### src/rtl/wsp_pkg.sv
package wsp_pkg;

    localparam int FRAC_BITS = 16;
    localparam int ACC_W = 50;
    localparam int NUM_W = ACC_W + FRAC_BITS;
    localparam int Q_W = NUM_W;

    localparam logic [0:0] OP_LOAD = 1'b0;
    localparam logic [0:0] OP_PROJECT = 1'b1;

    localparam logic [0:0] REG_WIDTH = 1'b0;
    localparam logic [0:0] REG_HEIGHT = 1'b1;

    typedef struct packed {
        logic [0:0] opcode;
        logic [3:0] entry_index;
        logic signed [31:0] entry_value;
        logic signed [31:0] point_x;
        logic signed [31:0] point_y;
        logic signed [31:0] point_z;
    } wsp_in_t;

    typedef struct packed {
        logic [0:0] visible;
        logic signed [31:0] screen_x;
        logic signed [31:0] screen_y;
    } wsp_out_t;

    // controller to datapath
    typedef struct packed {
        logic       load_in;
        logic       write_entry;
        logic       clear_acc;
        logic       mac;
        logic [1:0] row;
        logic [1:0] col;
        logic       store_row;
        logic       div_start;
        logic       div_sel;
        logic       div_step;
        logic       store_q;
        logic       scale;
        logic       set_invis;
    } wsp_cmd_t;

    // datapath to controller
    typedef struct packed {
        logic is_load;
        logic visible;
        logic div_done;
    } wsp_stat_t;

endpackage

### src/rtl/wsp_ctrl.sv
module wsp_ctrl (
    input  logic               aclk,
    input  logic               aresetn,
    input  logic               s_valid,
    output logic               s_ready,
    output logic               m_valid,
    input  logic               m_ready,
    input  wsp_pkg::wsp_stat_t stat,
    output wsp_pkg::wsp_cmd_t  cmd
);
    import wsp_pkg::*;

    localparam logic [2:0] S_IDLE = 3'd0;
    localparam logic [2:0] S_DEC  = 3'd1;
    localparam logic [2:0] S_MAC  = 3'd2;
    localparam logic [2:0] S_DIVS = 3'd3;
    localparam logic [2:0] S_DIV  = 3'd4;
    localparam logic [2:0] S_SCL  = 3'd5;
    localparam logic [2:0] S_OUT  = 3'd6;

    logic [2:0] state_reg, state_next;
    logic [1:0] row_reg, row_next, col_reg, col_next;
    logic sel_reg, sel_next;
    logic mv_reg, mv_next;

    assign s_ready = (state_reg == S_IDLE);
    assign m_valid = mv_reg;

    // sequencer
    always_comb begin
        state_next = state_reg;
        row_next = row_reg;
        col_next = col_reg;
        sel_next = sel_reg;
        mv_next = mv_reg;
        cmd = '0;
        cmd.row = row_reg;
        cmd.col = col_reg;
        cmd.div_sel = sel_reg;
        if (mv_reg && m_ready) mv_next = 1'b0;
        unique case (state_reg)
            S_IDLE: begin
                if (s_valid) begin
                    cmd.load_in = 1'b1;
                    state_next = S_DEC;
                end
            end
            S_DEC: begin
                if (stat.is_load) begin
                    cmd.write_entry = 1'b1;
                    state_next = S_IDLE;
                end else begin
                    cmd.clear_acc = 1'b1;
                    row_next = 2'd0;
                    col_next = 2'd0;
                    state_next = S_MAC;
                end
            end
            S_MAC: begin
                cmd.mac = 1'b1;
                col_next = col_reg + 2'd1;
                // the translation column ends the row
                if (col_reg == 2'd3) state_next = S_SCL;
            end
            S_SCL: begin
                // store row, advance
                cmd.store_row = 1'b1;
                cmd.clear_acc = 1'b1;
                if (row_reg == 2'd3) begin
                    sel_next = 1'b0;
                    state_next = S_DIVS;
                end else begin
                    row_next = (row_reg == 2'd1) ? 2'd3 : row_reg + 2'd1;
                    state_next = S_MAC;
                end
            end
            S_DIVS: begin
                if (!stat.visible) begin
                    if (!mv_reg) begin
                        cmd.set_invis = 1'b1;
                        mv_next = 1'b1;
                        state_next = S_IDLE;
                    end
                end else begin
                    cmd.div_start = 1'b1;
                    state_next = S_DIV;
                end
            end
            S_DIV: begin
                cmd.div_step = 1'b1;
                if (stat.div_done) begin
                    cmd.div_step = 1'b0;
                    cmd.store_q = 1'b1;
                    if (sel_reg) begin
                        state_next = S_OUT;
                    end else begin
                        sel_next = 1'b1;
                        state_next = S_DIVS;
                    end
                end
            end
            S_OUT: begin
                if (!mv_reg) begin
                    cmd.scale = 1'b1;
                    mv_next = 1'b1;
                    state_next = S_IDLE;
                end
            end
            default: state_next = S_IDLE;
        endcase
    end

    always_ff @(posedge aclk) begin
        if (!aresetn) begin
            state_reg <= S_IDLE;
            row_reg <= '0;
            col_reg <= '0;
            sel_reg <= 1'b0;
            mv_reg <= 1'b0;
        end else begin
            state_reg <= state_next;
            row_reg <= row_next;
            col_reg <= col_next;
            sel_reg <= sel_next;
            mv_reg <= mv_next;
        end
    end
endmodule

### config.mk
export PLATFORM = sky130hd
export DESIGN_NAME = wsp_ctrl
export DESIGN_NICKNAME = d
export VERILOG_FILES = /design/src/rtl/wsp_pkg.sv /design/src/rtl/wsp_ctrl.sv
export SDC_FILE = /design/constraint.sdc
export NUM_CORES = 1
export LEC_CHECK = 0
export ABC_AREA = 1
export BUFFER_PORTS_ARGS = -buffer_cell sky130_fd_sc_hd__buf_4
export CAP_MARGIN = 40
export CORE_AREA = 4 4 41 43
export DETAILED_ROUTE_END_ITERATION = 8
export DIE_AREA = 0 0 45 47
export GPL_TIMING_DRIVEN = 0
export PLACE_DENSITY = 0.74
export SETUP_SLACK_MARGIN = 0.15
export SLEW_MARGIN = 10
export SYNTH_ARGS = -nofsm -noshare
export SYNTH_HDL_FRONTEND = slang
export SYNTH_SLANG_ARGS = --single-unit
export TNS_END_PERCENT = 1
### constraint.sdc
create_clock -name aclk -period 3.4 [get_ports aclk]
set_input_delay 0.51 -clock aclk [delete_from_list [all_inputs] [get_ports aclk]]
set_output_delay 0.51 -clock aclk [all_outputs]
set_load 0.03 [all_outputs]
== Word level (Yosys, flattened, before mapping) ==
Index checks and enable logic that the tools add are counted.

* Logic and storage cells: 68
* Output and inout bits: 17
* Bits of input ports: 7
* Register bits: 9

* Add/sub/neg operators: 2
* Eq/ne operators: 15
* Reductions and logical operators: 9
* Mux-type cells: 37

{| class="wikitable"
|+ Operator list
! operator !! count
|-
| $pmux 3 s7 || 1
|-
| $mux 1 || 19
|-
| $mux 3 || 6
|-
| $mux 2 || 6
|-
| $ne 2x2->1 const B || 6
|-
| $eq 3x3->1 const B || 3
|-
| $reduce_and 3->1 || 3
|-
| $pmux 2 s2 || 2
|-
| $eq 3x2->1 const B || 2
|-
| $pmux 1 s2 || 3
|-
| $reduce_bool 2->1 || 3
|-
| $add 2x1->2 const B || 2
|-
| $eq 2x2->1 const B || 2
|-
| $eq 3x1->1 const B || 1
|-
| $logic_not 3->1 || 1
|-
| $eq 2x1->1 const B || 1
|-
| $reduce_and 2->1 || 1
|-
| $logic_and 1x1->1 || 1
|}

== Longest topological paths before layout ==
* Depth in word-level cells: 5
* Mapped depth: 9
* Gate-level depth less buffers: 8

== Worst setup path after synthesis ==
OpenSTA, ideal clock, no wires.

* Kind: input-to-output
* Start: input stat[2] (netlist bit)
* End: output cmd[13] (netlist bit)
* Buffers on the path: 0
* Slack: 1.439 ns
* Required time: 2.890 ns
* Data arrival time: 1.451 ns
* Stages on the path: 2
* Path through: inv_1 > nor4_1

{| class="wikitable"
|+ RTL lines
! element !! line !! source
|-
| from (decl) || wsp_ctrl.sv:8 || <nowiki>input wsp_pkg::wsp_stat_t stat,</nowiki>
|-
| to (decl) || wsp_ctrl.sv:9 || <nowiki>output wsp_pkg::wsp_cmd_t cmd</nowiki>
|}

==> out/results.ini <==
[outcome]
status = finished, final reports clean

[synth]
seq_area_frac_synth = 0.301
syn_avg_cell_area_um2 = 6.05
synth_edf_count = 0
ys_ff_latch = 9
synthArstFlopShare = 0
synth.most_common_cell = nand2_1
syn_nets = 109
ys_types = 17
synth_ff_type = dfxtp_1
ys_warn_count = 0
synth_commonest_cells = nand2_1, inv_1, nor2_1, dfxtp_1, a21oi_1
synth_area_leaders = dfxtp_1, nand2_1, inv_1
synth_cells = 99
synth_top_area_frac = 0.301
syn_area_um2 = 599
yosys.area.top_type = dfxtp_1

[critical_path]
crit_fanout = 8
worstReg2RegStart = state_reg[1]
rr_endpoint = state_reg[0]
cp_slowest_cell = dfxtp_1
r2r_slack_ns = 2.15
critPathKind = reg2out
r2r_cells = 9
critPathLaunch = state_reg[1]
critPathLaunchType = register
worst_path_most_repeated_cell = buf_4
max_stage_delay_ns = 0.30
crit_chain = buf_4 -> inv_2 -> nand2_2 -> nor2_2 -> nand2_1 -> inv_1 -> buf_4
cp.arrival_ns = 1.35
required_ns = 2.89
crit_end = cmd[3]
end_kind = output port

[sta]
hold_viol_final = 0
rsz0062_at_grt = false
fmax_ghz = 0.538
finalCritPeriodShare = 0.547
layout_setup_ws_ns = 1.54
drv_slew = 0
holdWs_ns = 0.486
finalSetupTns_ns = 0
slew_headroom = 0.803
finalSetupViolCount = 0
worstMarginPinSlew_ns = 0.293
fin_crit_ns = 1.86
fin_skew_ns = 0.0123

[cts]
cts_buffers = 3
cts-root-buf = clkbuf_4
clkSinkCount = 9
path_clk_slew_ns = 0.06
cts_resized = 0
post_cts_buffers = 0
cts_buffer_depth = 2
htree_levels = 1
hold_buffers = 0
clock_latency_ns = 0.27
cts_tree = yes

[drt]
postRouteAntennaNets = 0
detail_route.wl_per_cell_um = 9.87
drtPass1Iterations = 4
wirelength_mm = 1.39
drcViolationCount = 0
viasPerCell = 4.85
drtIter0Drc = 9
via_count = 684

[pwr]
p_per_area_mw_per_mm2 = 415
power_frac_comb = 0.377
p_sw_frac = 0.392
peakVddDrop_uv = 246
power_uw = 339
clock_power_share = 0.255
seqPwrFrac = 0.368
p_leak_nw = 0.503
p_switching_uw = 133
p_int_uw = 206

[place]
hpwl_mm = 1.12
post_dp_cell_area_um2 = 791
dp.cells = 137
gp_congestion = 0.759
pre_cts_slack_ns = 1.81
io_buffer_count = 23

[grt]
grt_first_pass_wirelength_mm = 2.35
grt_start_max_net_pins = 9
grt_overflow = 0
antenna_found_initial = 0
track_usage = 0.151
grt_pass1_vias = 593

[die]
rows = 13
dieWidth_um = 45
pin_count = 24
coreArea_mm2 = 0.00130
dieArea_mm2 = 0.00212
start_util = 0.461
chipHeight_um = 47

[finish]
fin_util = 0.628
postLayoutCellArea_um2 = 817
syn_to_final_growth_pct = 36.3
antenna_cells = 0
drive_above_1_share = 0.294
largest_reg_flops = 3
finish.net_count = 137
instances_no_fill = 141

[flow_run]
cap_violations = 0

[min_path]
hp-class = reg2reg

-- logic make-up (layout without fill, tap and decap cells) --
kind of cell | after synthesis | in the layout | share of synthesized area
flip-flops | 9 | 9 | 0.301
AO/OA/AOI/OAI | 13 | 13 | 0.115
adder cells (fa/ha/maj) | 3 | 3 | 0.0626
buffers and inverters | 22 | 49 | 0.150
AND/OR/NAND/NOR | 52 | 52 | 0.372
-- worst max-delay path: cells and delay by family, from the launching register on --
kind	cells	cell delay [ns]
AND/OR/NAND/NOR	3	0.35
buffers and inverters	4	0.45
flip-flops	1	0.30
-- metal layers --
metal  up-vias  routed length (um)  GRT usage
met2        20                 668      0.234
met1       307                 600      0.190
met4         0                  10     0.0877
li1        355                   -          -
met3         2                 111     0.0383
met5         -                   0          0
-- area by class of cell --
cell class / count / area (um^2)
fillers: 149 / 484
plain buffers: 2 / 15.0
clock buffers: 4 / 26.3
repair buffers: 23 / 173
inverters: 20 / 75.1
flip-flops and latches: 9 / 180
multi-input cells: 68 / 329
well taps: 15 / 18.8
-- how the worst min path moves through the flow --
stage / end / start / slack (ns) / depth (start not counted)
2_1_floorplan: sel_reg / sel_reg / 0.45 / 2
3_3_place_gp: col_reg[1] / col_reg[1] / 0.47 / 2
3_5_place_dp: col_reg[1] / col_reg[1] / 0.48 / 2
4_1_cts: col_reg[1] / col_reg[1] / 0.49 / 2
5_1_grt: col_reg[1] / col_reg[1] / 0.51 / 2
6_report: col_reg[1] / col_reg[1] / 0.49 / 2
-- power groups by stage --
stage	clock network [mW]	registers [mW]	logic (mW)
global route	0.0951	0.127	0.142
CTS	0.0902	0.125	0.129
detailed placement	0	0.127	0.128
finish	0.0864	0.125	0.128
global placement	0	0.127	0.126
floorplan	0	0.134	0.0790
-- placed cells by master (no fill, tap or decap), types with 2 or more instances in the layout --
| cell type | n |
|---|---|
| nand2_1 | 24 |
| nor2_1 | 16 |
| inv_1 | 17 |
| ha_1 | 3 |
| dfxtp_1 | 9 |
| clkbuf_4 | 3 |
| nor2_2 | 2 |
| nand3_1 | 5 |
| o21ai_0 | 5 |
| buf_4 | 25 |
| inv_2 | 3 |
| a21oi_1 | 7 |
Note: power is estimated with default switching activity, not from simulation.
